`src/rtl/core/mps_pkg.sv`:
```
// Shared types, constants and helpers for the motor status poller.
// Used by mps_frame_eval, motor_status_poller_core and its checker; no dependencies.
package mps_pkg;

    // Sizing
    localparam int RX_DEPTH   = 32;
    localparam int TIMER_BITS = 16;
    localparam int CFG_W      = 16;
    localparam int ADDR_W     = 8;
    localparam int CNT_W      = $clog2(RX_DEPTH + 1);
    localparam int TCMP_W     = (TIMER_BITS > CFG_W) ? TIMER_BITS : CFG_W;

    // Only the header bytes 0..6 of a frame are ever evaluated
    localparam int HDR_BYTES  = 7;
    localparam int HDR_IDX_W  = $clog2(HDR_BYTES);

    localparam int RAW_W      = 32;
    localparam int POS_W      = 42;
    localparam int SPD_W      = 17;
    localparam int DEG_W      = 9;
    localparam logic [DEG_W-1:0] DEG_PER_REV = 9'd360;

    // Frame codes and lengths
    localparam logic [7:0] CODE_TARGET  = 8'h33;
    localparam logic [7:0] CODE_SPEED   = 8'h35;
    localparam logic [7:0] CODE_CURRENT = 8'h36;
    localparam logic [CNT_W-1:0] LEN_MIN   = CNT_W'(2);
    localparam logic [CNT_W-1:0] LEN_POS   = CNT_W'(8);
    localparam logic [CNT_W-1:0] LEN_SPEED = CNT_W'(6);

    // Request types
    localparam logic [1:0] REQ_TICK  = 2'd0;
    localparam logic [1:0] REQ_BYTE  = 2'd1;
    localparam logic [1:0] REQ_ERROR = 2'd2;

    // Query kinds
    localparam logic [1:0] QK_TARGET  = 2'd0;
    localparam logic [1:0] QK_SPEED   = 2'd1;
    localparam logic [1:0] QK_CURRENT = 2'd2;

    // Configuration register indexes
    localparam int CFG_IDX_W = 3;
    localparam logic [CFG_IDX_W-1:0] REG_QUERY_PERIOD  = 3'd0;
    localparam logic [CFG_IDX_W-1:0] REG_REPLY_GAP     = 3'd1;
    localparam logic [CFG_IDX_W-1:0] REG_REPLY_TIMEOUT = 3'd2;
    localparam logic [CFG_IDX_W-1:0] REG_BOOT_DELAY    = 3'd3;
    localparam logic [CFG_IDX_W-1:0] REG_DEVICE_ADDR   = 3'd4;

    // Reset values of the configuration registers
    localparam logic [CFG_W-1:0]  RST_QUERY_PERIOD  = 16'd80;
    localparam logic [CFG_W-1:0]  RST_REPLY_GAP     = 16'd5;
    localparam logic [CFG_W-1:0]  RST_REPLY_TIMEOUT = 16'd50;
    localparam logic [CFG_W-1:0]  RST_BOOT_DELAY    = 16'd500;
    localparam logic [ADDR_W-1:0] RST_DEVICE_ADDR   = 8'd1;

    // Result word, lowest field in the lowest bits
    localparam int OUT_TDATA_W  = 112;
    localparam int OUT_SEND_BIT = 0;
    localparam int OUT_KIND_LO  = 1;
    localparam int OUT_TAKEN_BIT = 3;
    localparam int OUT_READY_BIT = 105;
    localparam int OUT_WAIT_BIT  = 106;

    typedef struct packed {
        logic [4:0]             pad;
        logic                   awaiting_reply;
        logic                   is_ready;
        logic signed [SPD_W-1:0] speed_rpm;
        logic signed [POS_W-1:0] current_pos_q16;
        logic signed [POS_W-1:0] target_pos_q16;
        logic                   frame_taken;
        logic [1:0]             query_kind;
        logic                   query_send;
    } result_t;

    // Decoded frame: which status value to update and with what
    typedef struct packed {
        logic                    upd_target;
        logic                    upd_current;
        logic                    upd_speed;
        logic signed [POS_W-1:0] pos;
        logic signed [SPD_W-1:0] speed;
    } frame_upd_t;

    function automatic logic [TIMER_BITS-1:0] sat_inc(input logic [TIMER_BITS-1:0] t);
        return (&t) ? t : t + TIMER_BITS'(1);
    endfunction

    function automatic logic timer_met(input logic [TIMER_BITS-1:0] t,
                                       input logic [CFG_W-1:0] thr);
        return TCMP_W'(t) >= TCMP_W'(thr);
    endfunction

endpackage

```
`src/rtl/core/motor_status_poller_core.sv`:
```
// Top level of the motor status poller: request handling, timers, query scheduler
// and a two-deep result buffer. Depends on mps_pkg and mps_frame_eval.
//
// Unless stalled, the block takes one request per clock and returns exactly one
// result per request. A request is a millisecond tick (s_tuser = 0), a received
// byte (s_tuser = 1, byte in s_tdata) or a receive error (s_tuser = 2); code 3
// is answered but changes nothing. All of the work for a request is done in the
// cycle it is accepted; the sustained rate is one request per clock while the
// sink keeps taking results. Results sit in an output register backed by a skid
// register: s_tready only drops when both hold results that the sink has not
// taken. On a tick the timers advance (saturating), the boot delay is checked,
// a frame is closed after reply_gap_ms idle ticks and decoded, an unanswered
// query is dropped after reply_timeout_ms, and then, if ready and no reply is
// pending, the next query (target position, speed, current position in turn)
// is issued once query_period_ms ticks have passed. Positions are reported in
// signed Q16 degrees (raw count times 360). The configuration port is always
// ready; write it only while no results are pending.
module motor_status_poller_core (
    input  logic                             aclk,
    input  logic                             aresetn,

    // Request channel
    input  logic                             s_tvalid,
    output logic                             s_tready,
    input  logic [7:0]                       s_tdata,   // [7:0] rx_byte
    input  logic [1:0]                       s_tuser,   // [1:0] req_type

    // Result channel
    output logic                             m_tvalid,
    input  logic                             m_tready,
    // [0] query_send, [2:1] query_kind, [3] frame_taken, [45:4] target_pos_q16,
    // [87:46] current_pos_q16, [104:88] speed_rpm, [105] is_ready,
    // [106] awaiting_reply, [111:107] zero
    output logic [mps_pkg::OUT_TDATA_W-1:0]  m_tdata,

    // Configuration write channel
    input  logic                             cfg_valid,
    output logic                             cfg_ready,
    input  logic [mps_pkg::CFG_IDX_W-1:0]    cfg_index,
    input  logic [mps_pkg::CFG_W-1:0]        cfg_data
);

    // Configuration registers
    logic [mps_pkg::CFG_W-1:0]  period_reg, gap_reg, timeout_reg, boot_reg;
    logic [mps_pkg::ADDR_W-1:0] addr_reg;

    // Receive buffer: header bytes plus fill count
    logic [7:0]                 hdr_reg  [mps_pkg::HDR_BYTES];
    logic [7:0]                 hdr_next [mps_pkg::HDR_BYTES];
    logic [mps_pkg::CNT_W-1:0]  count_reg, count_next;

    // Timers and poller state
    logic [mps_pkg::TIMER_BITS-1:0] since_rx_reg,    since_rx_next;
    logic [mps_pkg::TIMER_BITS-1:0] since_query_reg, since_query_next;
    logic [mps_pkg::TIMER_BITS-1:0] since_wait_reg,  since_wait_next;
    logic [mps_pkg::TIMER_BITS-1:0] since_boot_reg,  since_boot_next;
    logic          ready_reg,   ready_next;
    logic          waiting_reg, waiting_next;
    logic [1:0]    next_q_reg,  next_q_next;

    // Last reported status
    logic signed [mps_pkg::POS_W-1:0] target_reg,  target_next;
    logic signed [mps_pkg::POS_W-1:0] current_reg, current_next;
    logic signed [mps_pkg::SPD_W-1:0] speed_reg,   speed_next;

    // Result buffer
    logic              out_valid_reg,  skid_valid_reg;
    mps_pkg::result_t  out_data_reg,   skid_data_reg;
    mps_pkg::result_t  res;

    mps_pkg::frame_upd_t upd;

    logic accept, pop;
    logic [mps_pkg::TIMER_BITS-1:0] rx_t, q_t, w_t, b_t;
    logic take, timeout, issue;
    logic [1:0] kind;

    assign cfg_ready = 1'b1;
    assign s_tready  = !skid_valid_reg;
    assign m_tvalid  = out_valid_reg;
    assign m_tdata   = out_data_reg;
    assign accept    = s_tvalid && s_tready;
    assign pop       = out_valid_reg && m_tready;

    mps_frame_eval u_frame_eval (
        .hdr      (hdr_reg),
        .len      (count_reg),
        .dev_addr (addr_reg),
        .upd      (upd)
    );

    always_comb begin
        hdr_next         = hdr_reg;
        count_next       = count_reg;
        since_rx_next    = since_rx_reg;
        since_query_next = since_query_reg;
        since_wait_next  = since_wait_reg;
        since_boot_next  = since_boot_reg;
        ready_next       = ready_reg;
        waiting_next     = waiting_reg;
        next_q_next      = next_q_reg;
        target_next      = target_reg;
        current_next     = current_reg;
        speed_next       = speed_reg;

        // Tick path, evaluated in the order the poller defines
        rx_t    = mps_pkg::sat_inc(since_rx_reg);
        q_t     = mps_pkg::sat_inc(since_query_reg);
        w_t     = mps_pkg::sat_inc(since_wait_reg);
        b_t     = mps_pkg::sat_inc(since_boot_reg);
        take    = (count_reg != '0) && mps_pkg::timer_met(rx_t, gap_reg);
        timeout = waiting_reg && !take && mps_pkg::timer_met(w_t, timeout_reg);
        issue   = (ready_reg || mps_pkg::timer_met(b_t, boot_reg))
                  && (take || timeout || !waiting_reg)
                  && mps_pkg::timer_met(q_t, period_reg);
        kind    = (next_q_reg >= mps_pkg::QK_CURRENT) ? mps_pkg::QK_CURRENT : next_q_reg;

        unique case (s_tuser)
            mps_pkg::REQ_TICK: begin
                since_rx_next    = rx_t;
                since_query_next = issue ? '0 : q_t;
                since_wait_next  = issue ? '0 : w_t;
                since_boot_next  = b_t;
                ready_next       = ready_reg || mps_pkg::timer_met(b_t, boot_reg);
                if (take) begin
                    if (upd.upd_target)  target_next  = upd.pos;
                    if (upd.upd_current) current_next = upd.pos;
                    if (upd.upd_speed)   speed_next   = upd.speed;
                end
                if (take || timeout) begin
                    count_next   = '0;
                    waiting_next = 1'b0;
                end
                if (issue) begin
                    waiting_next = 1'b1;
                    next_q_next  = (kind == mps_pkg::QK_CURRENT) ? mps_pkg::QK_TARGET
                                                                 : kind + 2'd1;
                end
            end
            mps_pkg::REQ_BYTE: begin
                // Keep the header bytes; count the rest, empty on overflow
                if (count_reg < mps_pkg::CNT_W'(mps_pkg::RX_DEPTH)) begin
                    if (count_reg < mps_pkg::CNT_W'(mps_pkg::HDR_BYTES))
                        hdr_next[count_reg[mps_pkg::HDR_IDX_W-1:0]] = s_tdata;
                    count_next = count_reg + mps_pkg::CNT_W'(1);
                end else begin
                    count_next = '0;
                end
                since_rx_next = '0;
            end
            mps_pkg::REQ_ERROR: begin
                count_next = '0;
            end
            default: begin
            end
        endcase

        res                 = '0;
        res.query_send      = (s_tuser == mps_pkg::REQ_TICK) && issue;
        res.query_kind      = res.query_send ? kind : mps_pkg::QK_TARGET;
        res.frame_taken     = (s_tuser == mps_pkg::REQ_TICK) && take;
        res.target_pos_q16  = target_next;
        res.current_pos_q16 = current_next;
        res.speed_rpm       = speed_next;
        res.is_ready        = ready_next;
        res.awaiting_reply  = waiting_next;
    end

    always_ff @(posedge aclk) begin
        if (!aresetn) begin
            period_reg      <= mps_pkg::RST_QUERY_PERIOD;
            gap_reg         <= mps_pkg::RST_REPLY_GAP;
            timeout_reg     <= mps_pkg::RST_REPLY_TIMEOUT;
            boot_reg        <= mps_pkg::RST_BOOT_DELAY;
            addr_reg        <= mps_pkg::RST_DEVICE_ADDR;
            count_reg       <= '0;
            since_rx_reg    <= '0;
            since_query_reg <= '1;
            since_wait_reg  <= '0;
            since_boot_reg  <= '0;
            ready_reg       <= 1'b0;
            waiting_reg     <= 1'b0;
            next_q_reg      <= mps_pkg::QK_TARGET;
            target_reg      <= '0;
            current_reg     <= '0;
            speed_reg       <= '0;
            out_valid_reg   <= 1'b0;
            skid_valid_reg  <= 1'b0;
        end else begin
            // Configuration writes; indexes past the list are dropped
            if (cfg_valid && cfg_ready) begin
                unique case (cfg_index)
                    mps_pkg::REG_QUERY_PERIOD:  period_reg  <= cfg_data;
                    mps_pkg::REG_REPLY_GAP:     gap_reg     <= cfg_data;
                    mps_pkg::REG_REPLY_TIMEOUT: timeout_reg <= cfg_data;
                    mps_pkg::REG_BOOT_DELAY:    boot_reg    <= cfg_data;
                    mps_pkg::REG_DEVICE_ADDR:   addr_reg    <= cfg_data[mps_pkg::ADDR_W-1:0];
                    default: begin
                    end
                endcase
            end

            if (accept) begin
                count_reg       <= count_next;
                since_rx_reg    <= since_rx_next;
                since_query_reg <= since_query_next;
                since_wait_reg  <= since_wait_next;
                since_boot_reg  <= since_boot_next;
                ready_reg       <= ready_next;
                waiting_reg     <= waiting_next;
                next_q_reg      <= next_q_next;
                target_reg      <= target_next;
                current_reg     <= current_next;
                speed_reg       <= speed_next;
            end

            // Result buffer: drain skid first, else load output or skid
            if (skid_valid_reg) begin
                if (pop) begin
                    out_valid_reg  <= 1'b1;
                    skid_valid_reg <= 1'b0;
                end
            end else if (accept) begin
                if (!out_valid_reg || pop) out_valid_reg  <= 1'b1;
                else                       skid_valid_reg <= 1'b1;
            end else if (pop) begin
                out_valid_reg <= 1'b0;
            end
        end
    end

    // Payload registers, no reset
    always_ff @(posedge aclk) begin
        if (accept) hdr_reg <= hdr_next;
        if (skid_valid_reg) begin
            if (pop) out_data_reg <= skid_data_reg;
        end else if (accept) begin
            if (!out_valid_reg || pop) out_data_reg  <= res;
            else                       skid_data_reg <= res;
        end
    end

endmodule

```
`src/rtl/core/mps_frame_eval.sv`:
```
// Reply frame decoder for the motor status poller: checks address, code and
// length and converts the payload. Depends on mps_pkg.
module mps_frame_eval (
    input  logic [7:0]                    hdr [mps_pkg::HDR_BYTES],
    input  logic [mps_pkg::CNT_W-1:0]     len,
    input  logic [mps_pkg::ADDR_W-1:0]    dev_addr,
    output mps_pkg::frame_upd_t           upd
);

    logic [mps_pkg::RAW_W-1:0]   raw;
    logic [mps_pkg::POS_W-2:0]   mag;
    logic [mps_pkg::POS_W-1:0]   pos_mag;
    logic [mps_pkg::SPD_W-1:0]   spd_mag;
    logic                        neg;
    logic                        hit;

    always_comb begin
        raw     = {hdr[3], hdr[4], hdr[5], hdr[6]};
        // raw count to degrees, exact: 32 x 9 bits fits in 41 bits
        mag     = (mps_pkg::POS_W-1)'(raw) * (mps_pkg::POS_W-1)'(mps_pkg::DEG_PER_REV);
        pos_mag = {1'b0, mag};
        spd_mag = {1'b0, hdr[3], hdr[4]};
        neg     = (hdr[2] != 8'd0);
        hit     = (len >= mps_pkg::LEN_MIN) && (hdr[0] == dev_addr);

        upd.pos         = neg ? -pos_mag : pos_mag;
        upd.speed       = neg ? -spd_mag : spd_mag;
        upd.upd_target  = hit && (hdr[1] == mps_pkg::CODE_TARGET)  && (len == mps_pkg::LEN_POS);
        upd.upd_current = hit && (hdr[1] == mps_pkg::CODE_CURRENT) && (len == mps_pkg::LEN_POS);
        upd.upd_speed   = hit && (hdr[1] == mps_pkg::CODE_SPEED)   && (len == mps_pkg::LEN_SPEED);
    end

endmodule

```
`config.mk`:
```
export PLATFORM = sky130hd
export DESIGN_NAME = motor_status_poller_core
export DESIGN_NICKNAME = d
export VERILOG_FILES = /design/src/rtl/core/mps_pkg.sv /design/src/rtl/core/motor_status_poller_core.sv /design/src/rtl/core/mps_frame_eval.sv
export SDC_FILE = /design/constraint.sdc
export NUM_CORES = 1
export LEC_CHECK = 0
export ABC_CLOCK_PERIOD_IN_PS = 20600
export BUFFER_PORTS_ARGS = -buffer_cell sky130_fd_sc_hd__buf_4
export CAP_MARGIN = 5
export CELL_PAD_IN_SITES_DETAIL_PLACEMENT = 0
export CELL_PAD_IN_SITES_GLOBAL_PLACEMENT = 2
export CORE_UTILIZATION = 44
export CTS_BUF_LIST = sky130_fd_sc_hd__clkbuf_2 sky130_fd_sc_hd__clkbuf_4 sky130_fd_sc_hd__clkbuf_8
export DETAILED_ROUTE_END_ITERATION = 10
export PLACE_DENSITY_LB_ADDON = 0.1
export SLEW_MARGIN = 5
export SYNTH_ARGS = -nofsm -noshare
export SYNTH_HDL_FRONTEND = slang
export SYNTH_SLANG_ARGS = --single-unit
```
`constraint.sdc`:
```
create_clock -name aclk -period 20.6 [get_ports aclk]
set_input_delay 4.12 -clock aclk [delete_from_list [all_inputs] [get_ports aclk]]
set_output_delay 4.12 -clock aclk [all_outputs]
set_load 0.005 [all_outputs]
```
==> metrics.md, run 1 <==
| Metric | Value |
|---|---|
| Critical path peak fanout | 46 |
| Post-CTS Setup Bufs | 0 |
| Post-synth ARST share | 0% |
| Routed wire length per instance | between 15 and 20 microns |
| Flip-flop and latch count after synthesis | 519 |
| Hold Vio Cnt, Final | 0 |
| Final period util | about a third |
| Post-CTS resize count | 0 |
| CTS Buf Count | 89 |
| VDD IR max | approximately 0.000046 V |
| Top_reg_cell synth | edfxtp_1 |
| Clock Power Share | 43.6% |
| Initial DRC count | 1,228 |
| Static leakage | 12.9 nW |
| Most frequent cells in the layout | nand2_1 (548), edfxtp_1 (270), dfxtp_1 (248), a21oi_1 (236), inv_1 (206) |
| CTS sink cnt | 519 |
| Hold Buf Count CTS | 0 |
| IO Pins | ~150 |
| Critical path class | in -> reg |
| Highest clock rate | 0.154 GHz |
| Combinational fraction of design power | 7.7% |
| Initial antenna violation count | 1 |
| DRT Wirelength | 76.5 mm |
| Sw frac | between 20% and 30% |
| Most used cell, CP | buf_4 |
| EDFF count, synth | 270 |
| Crit-path cells | buf_4 > nor2b_4 > buf_4 > nand2b_1 > nor2_2 > buf_4 > nand2_1 > or3_1 > a21oi_1 |
| Remaining DRCs | 0 |
| Worst min path class | reg -> reg |
| Crit path buffers/inverters | 3 |
| Post-synthesis cell area | 28,400 sq um |
| Port-buffer cells | 142 |
| Max incr delay on CP | about 560 ps |
| First-pass GRT wire length | between 100 and 150 mm |
| Cell row count | 92 |
| Seq/Total Area, Yosys | 46.1% |
| Final setup viols | 0 |
| Fin nets | 3,339 |
| Total GRT Usage | a little under a quarter |
| Max clock buf depth | 3 |
| Setup Skew | 61.4 ps |
| Via density per instance | 5.35 |
| Layout cells sized above 1 | between 10% and 20% |
| Status | finished, final reports clean |
| Via count | 21,600 |
| GPL Wtd Cong | 0.828 |
| Post-detailed-route count of antenna-violating nets | 0 |
| Sum of negative setup slack | 0 ps |
| Leading cell type in the layout, fill and taps excluded | nand2_1 |
| Clk slew on worst S/H paths | about 60 ps |
| CORE AREA | about 63,000 sq um |
| Crit path time final | 6490 ps |
| Relative slew margins | 21.9% |
| Worst skew pair latency | 710 ps |
| Layout area overhead | 12.8% |
| Crit-path leading delay family | simple AND/OR/NAND/NOR gates |
| Reg power frac | 48.7% |
| Max-cap check violation count | 0 |
| Top cell type's share of synthesized area | around 29% |
| Synth area leader | edfxtp_1 |
| Vias in the first global route | 21,500 |
| Power per cell area | 72.7 nW/um^2 |
| Largest net degree at the start of global routing | 118 |
| Slowest CP cell | buf_4 |
| DP Worst Slack | 13,380 ps |
| CP arrival | a little over 7000 ps |
| CP endpoint kind | flip-flop |
| Worst-Margin Slew | 1170 ps |
| Detailed Place HPWL | 53.4 mm |
| Die area | 65,600 sq um |
| Slew Viols, Final | 0 |
| GRT overflow | 0 |
| Clk root buf | clkbuf_8 |
| Final worst-path setup slack | 14,110 ps |
| Average size of a mapped cell | 9.41 sq um |
| RSZ-0062 raised after global routing | false |
| Worst EP required | approximately 21,000 ps |
| CTS tree | yes |
| Die Wd | between 200 and 300 microns |
| H-tree depth | 3 |
| Sw Pwr | 574 uW |
| Mapped Cells | 3,019 |
| Top cells by area in the synthesized netlist | edfxtp_1 (29%), dfxtp_1 (18%), nand2_1 (7.3%), ha_1 (6.8%), a21oi_1 (4.2%) |
| DRT Pass-1 Iters | 8 |
| Ys Warns | 0 |
| CP Launch Type | primary input |
| Int Pwr | 1.75 mW |
| Starting density of the core | 44.8% |
| Netlist cell types | 90 |
| Die span in y | 256 microns |
-- area by class of cell --
| cell class | instances | area (sq um) |
|---|---|---|
| fill | 5930 | 31400 |
| multi-input combinational | 2132 | 13900 |
| sequential | 519 | 13100 |
| clock buffer | 141 | 1680 |
| timing repair buffer | 160 | 1200 |
| tap | 846 | 1060 |
| inverter | 209 | 792 |
| clock inverter | 27 | 275 |
| antenna | 1 | 2.50 |
-- cells by family (layout without fill, tap and decap cells) --
group | count (synthesis) | after routing | share of synthesized area [%]
compound gates | 642 | 642 | 14.0
simple gates | 1035 | 1035 | 16.5
fa+ha+maj | 194 | 194 | 9.60
xor+xnor | 161 | 161 | 5.02
flops | 519 | 519 | 46.1
mux | 94 | 94 | 3.74
other cells | 2 | 7 | 0.0264
buf+inv | 372 | 537 | 5.05
-- metrics by stage --
stage          instances  area (sq um)  hold slack [ps]  total power, mW  util, %
2_1_floorplan       3023         28400              428             1.26        -
3_3_place_gp        3866         30100              435             1.33     47.4
3_5_place_dp        3866         30100              441             1.34     47.4
6_report            4035         32000              447             2.33     50.5
5_1_grt             4035         32000              461             2.42     50.5
4_1_cts             4034         32000              448             2.36     50.5
-- layer usage --
| layer | global-route usage (%) | vias to the layer above | share of wire, % | routed length (microns) |
|---|---|---|---|---|
| li1 | - | 10700 | - | - |
| met1 | 28.8 | 10300 | 44 | 33400 |
| met2 | 41.2 | 400 | 50 | 38100 |
| met3 | 3.78 | 123 | 4.2 | 3190 |
| met4 | 7.27 | 0 | 2.5 | 1880 |
| met5 | 0 | - | 0 | 0 |
-- tightest hold or removal path, delay by kind of cell (launching register included) --
kind	cells	cell delay (ps)
AND/OR/NAND/NOR	1	50
AO/OA/AOI/OAI	1	50
flip-flops	1	300
-- synth_stat cells, types with 5 or more instances --
library cell and count:
xor2_1 66, dfxtp_1 249, a22oi_1 17, and2_1 34, or2_2 6, a41oi_1 5, buf_4 7, nor3_1 37
o21a_1 14, nand2b_1 16, o221ai_1 8, nor4_1 13, ha_1 154, a211oi_1 28, nand3_1 78, nor2b_1 15
and3_1 29, nand2_1 549, a31oi_1 16, xnor2_1 93, or3_1 15, a21o_1 46, nor2_1 166, nand4_1 35
inv_1 208, a21oi_1 237, mux2_2 80, edfxtp_1 270, fa_1 40, o31ai_1 17, o21ai_0 151, o2111ai_1 5
and4_1 13, buf_1 7, o211ai_1 29, a2111oi_0 5, o21ai_1 10, clkbuf_1 140, buf_2 9, mux2i_1 10
-- path summary, 6_finish.rpt --
path	start	cells past startpoint	endpoint	slack [ps]
hold reg to reg	current_reg[21]$_SDFFE_PN0P_	2	current_reg[21]$_SDFFE_PN0P_	450
hold / removal	current_reg[21]$_SDFFE_PN0P_	2	current_reg[21]$_SDFFE_PN0P_	450
setup / recovery	s_tvalid	9	since_boot_reg[9]$_SDFFE_PN0P_	14110
setup reg to reg	hdr_reg[0]$_DFFE_PP_	17	skid_data_reg[86]$_DFFE_PP_	14130
-- power groups by stage --
stage	clock network, mW	logic, mW	registers (mW)
detailed placement	0	0.182	1.16
CTS	1.04	0.183	1.13
global route	1.08	0.201	1.14
global placement	0	0.178	1.16
floorplan	0	0.106	1.15
finish	1.02	0.179	1.13
(Power assumes the default switching activity.)
==> inputs of run 2 (changes only) <==
- ABC_CLOCK_PERIOD_IN_PS: 20600 -> 5200
- CORE_UTILIZATION: 44 -> 37
- clock period: 20.6 -> 5.2 ns (I/O delays scaled with it)
==> metrics.md, run 2 (synthesis results as in run 1) <==
| Metric | Value |
|---|---|
| Critical path peak fanout | 6 (-87%) |
| Max incr delay on CP | 510 ps (-50 ps) |
| Int Pwr | 6.96 mW (+300%) |
| Hold Vio Cnt, Final | 0 (unchanged) |
| Crit-path cells | ha_4 > fa_2 > ha_4 > xor2_2 > ha_4 > nor3b_2 > a311o_1 > or3b_4 > or3_4 > or4_4 > nor3_4 > nand2_4 > o41ai_4 > xnor2_2 > mux2_4 > mux2_4 |
| Non-filler instance count after layout | 4,552 (+13%) |
| Highest clock rate | ~0.18 GHz |
| R2R depth | 16 (-1) |
| Max clock buf depth | 3 (unchanged) |
| Worst hold stages | 2 (unchanged) |
| CTS sink cnt | 519 (unchanged) |
| Post-detailed-route count of antenna-violating nets | 0 (unchanged) |
| Clk root buf | clkbuf_8 |
| WP depth | 16 (+7) |
| Final setup viols | 44 (+44) |
| Met1 Usage GRT | 26.1% (-2.7 points) |
| CP Launch Type | flip-flop |
| Relative slew margins | 20.2% (-1.7 points) |
| Setup Skew | 72.0 ps (+10.6 ps) |
| Via count | 23,100 (+7.0%) |
| Most frequent cells in the layout | nand2_1 (538), buf_4 (461), edfxtp_1 (270), dfxtp_1 (248), a21oi_1 (222) |
| Hold Buf Count CTS | 0 (unchanged) |
| Most used cell, CP | ha_4 |
| Total GRT Usage | 21.7% (-1.5 points) |
| Worst EP required | 5620 ps (-15,580 ps) |
| Crit path buffers/inverters | 0 (-3) |
| CTS Buf Count | 94 (+5.6%) |
| Power per cell area | 255 nW/um^2 (+250%) |
| H-tree depth | 3 (unchanged) |
| Worst-Margin Slew | 1190 ps (+16.9 ps) |
| Die Wd | 279 microns (+9.0%) |
| Routed wire length per instance | 18.6 microns (-1.6%) |
| GRT overflow | 0 (unchanged) |
| Max-cap check violation count | 0 (unchanged) |
| Slew Viols, Final | 0 (unchanged) |
| Clk slew on worst S/H paths | 60 ps (about the same) |
| Die span in y | 279 microns (+9.0%) |
| Worst skew pair latency | 740 ps (+30 ps) |
| CP endpoint kind | flip-flop |
| Final worst-path setup slack | -215 ps (-14,320 ps) |
| Clock Power Share | 43.7% (about the same) |
| CTS tree | yes |
| Placed cell count | 4,340 (+12%) |
| Sw frac | 25.0% (+0.36 points) |
| Layout cells sized above 1 | 27.0% (+13 points) |
| Die area | 77,900 sq um (+19%) |
| GR Util met2 | 40.1% (-1.1 points) |
| Initial DRC count | 1,137 (-7.4%) |
| Worst min path class | reg -> reg |
| VDD IR max | 0.000190 V (+310%) |
| Largest net degree at the start of global routing | 108 (-8.5%) |
| GRT met3 Usage | 2.84% (-0.95 points) |
| Layer carrying the most global-route usage | met2 |
| Layout area overhead | 28.0% |
| Reg power frac | 48.5% (-0.2 points) |
| Multi-input gate area | 15,300 sq um (+10%) |
| Fin nets | 3,679 (+10%) |
| Sum of negative setup slack | -5210 ps (-5210 ps) |
| Slowest CP cell | edfxtp_1 |
| IO Pins | 149 (unchanged) |
| First-pass GRT wire length | 133 mm (+11%) |
| Port-buffer cells | 142 (unchanged) |
| CP arrival | 5840 ps (-1260 ps) |
| GPL Wtd Cong | 0.842 (+1.7%) |
| Via density per instance | 5.08 (-5.1%) |
| Final period util | 104% |
| Remaining DRCs | 0 (unchanged) |
| Sw Pwr | 2.32 mW (+300%) |
| Combinational fraction of design power | 7.9% (+0.2 points) |
| Storage cell area | 13,100 sq um (unchanged) |
| Crit path time final | 5410 ps |
| Vias in the first global route | 23,500 (+9.3%) |
| RSZ-0062 raised after global routing | true |
| Detailed Place HPWL | 60.3 mm (+13%) |
| DRT Pass-1 Iters | 5 (-3) |
| Leading cell type in the layout, fill and taps excluded | nand2_1 |
| Initial antenna violation count | 1 (unchanged) |
| DRT Wirelength | 84.9 mm (+11%) |
| Crit-path leading delay family | simple AND/OR/NAND/NOR gates |
| CORE AREA | 75,900 sq um (+20%) |
| Status | complete, but fails checks |
| Starting density of the core | 37.4% (-7.4 points) |
| Worst Hold Margin | 449 ps (+2.08 ps) |
| Cell row count | 101 (+9.8%) |
| Static leakage | 14.9 nW (+16%) |
| Failing checks | negative setup slack |
| Filler cells | 7,209 (+22%) |
| Critical path class | reg -> reg |
==> run 2: cell count changes in the layout (fill, tap and decap cells not counted), sizes merged <==
cell,before,now
clkinv,17,21
clkbuf,141,136
buf,160,495
clkinvlp,2,0
inv,214,215
==> run 2: repair_timing <==
item / 4_1_cts / 5_1_grt
endpoints found under the hold margin: 0 / 0
setup endpoints to repair: 105 / 152
setup buffers: 25 / 28
resized for setup: 113 / 150
pin swaps: 53 / 63
==> run 2: final cells by class <==
| type | instances | area share [%] |
|---|---|---|
| multi-input cells | 2132 | 42.2 |
| diodes | 1 | 0.00688 |
| inverters | 209 | 2.18 |
| clock buffers | 136 | 4.61 |
| flip-flops and latches | 519 | 36.0 |
| clock inverters | 30 | 0.757 |
| well taps | 1030 | 3.54 |
| repair buffers | 495 | 10.7 |
==> run 2: metrics by stage <==
step	power (mW)	instance area, sq um	setup slack, ps	util [%]
floorplan	4.99	28600	-85.2	-
global placement	5.31	32700	-487	43.0
detailed placement	5.33	32700	-528	43.0
CTS	9.41	35500	-243	46.8
global route	9.64	36400	-410	47.9
finish	9.28	36400	-215	47.9
==> run 2: power by group through the flow <==
| stage | logic (mW) | clock network [mW] | registers, mW |
|---|---|---|---|
| 6_report | 0.731 | 4.05 | 4.50 |
| 5_1_grt | 0.816 | 4.32 | 4.51 |
| 4_1_cts | 0.746 | 4.16 | 4.50 |
| 3_5_place_dp | 0.743 | 0 | 4.58 |
| 3_3_place_gp | 0.726 | 0 | 4.58 |
| 2_1_floorplan | 0.421 | 0 | 4.57 |
==> run 2: worst paths after layout <==
| path | from | to | slack, ps |
|---|---|---|---|
| hold / removal | skid_data_reg[90]$_DFFE_PP_ | m_tdata[90]$_DFFE_PP_ | 450 |
| setup reg to reg | hdr_reg[6]$_DFFE_PP_ | m_tdata[43]$_DFFE_PP_ | -210 |
| setup / recovery | hdr_reg[6]$_DFFE_PP_ | m_tdata[43]$_DFFE_PP_ | -210 |
| hold reg to reg | skid_data_reg[90]$_DFFE_PP_ | m_tdata[90]$_DFFE_PP_ | 450 |
==> run 2: worst reg2reg max path: stages (launching register included) <==
cell and delay (ps):
edfxtp_1 510, ha_4 340, fa_2 450, ha_4 290, xor2_2 180, ha_4 250
nor3b_2 150, a311o_1 270, or3b_4 410, or3_4 400, or4_4 460, nor3_4 300
nand2_4 140, o41ai_4 270, xnor2_2 120, mux2_4 290, mux2_4 260
==> run 2: layer usage <==
layer | vias to the layer above | part of all wire [%]
li1 | 11400 | -
met1 | 11200 | 43
met2 | 387 | 52
met3 | 125 | 2.9
met4 | 0 | 2.5
met5 | - | 0
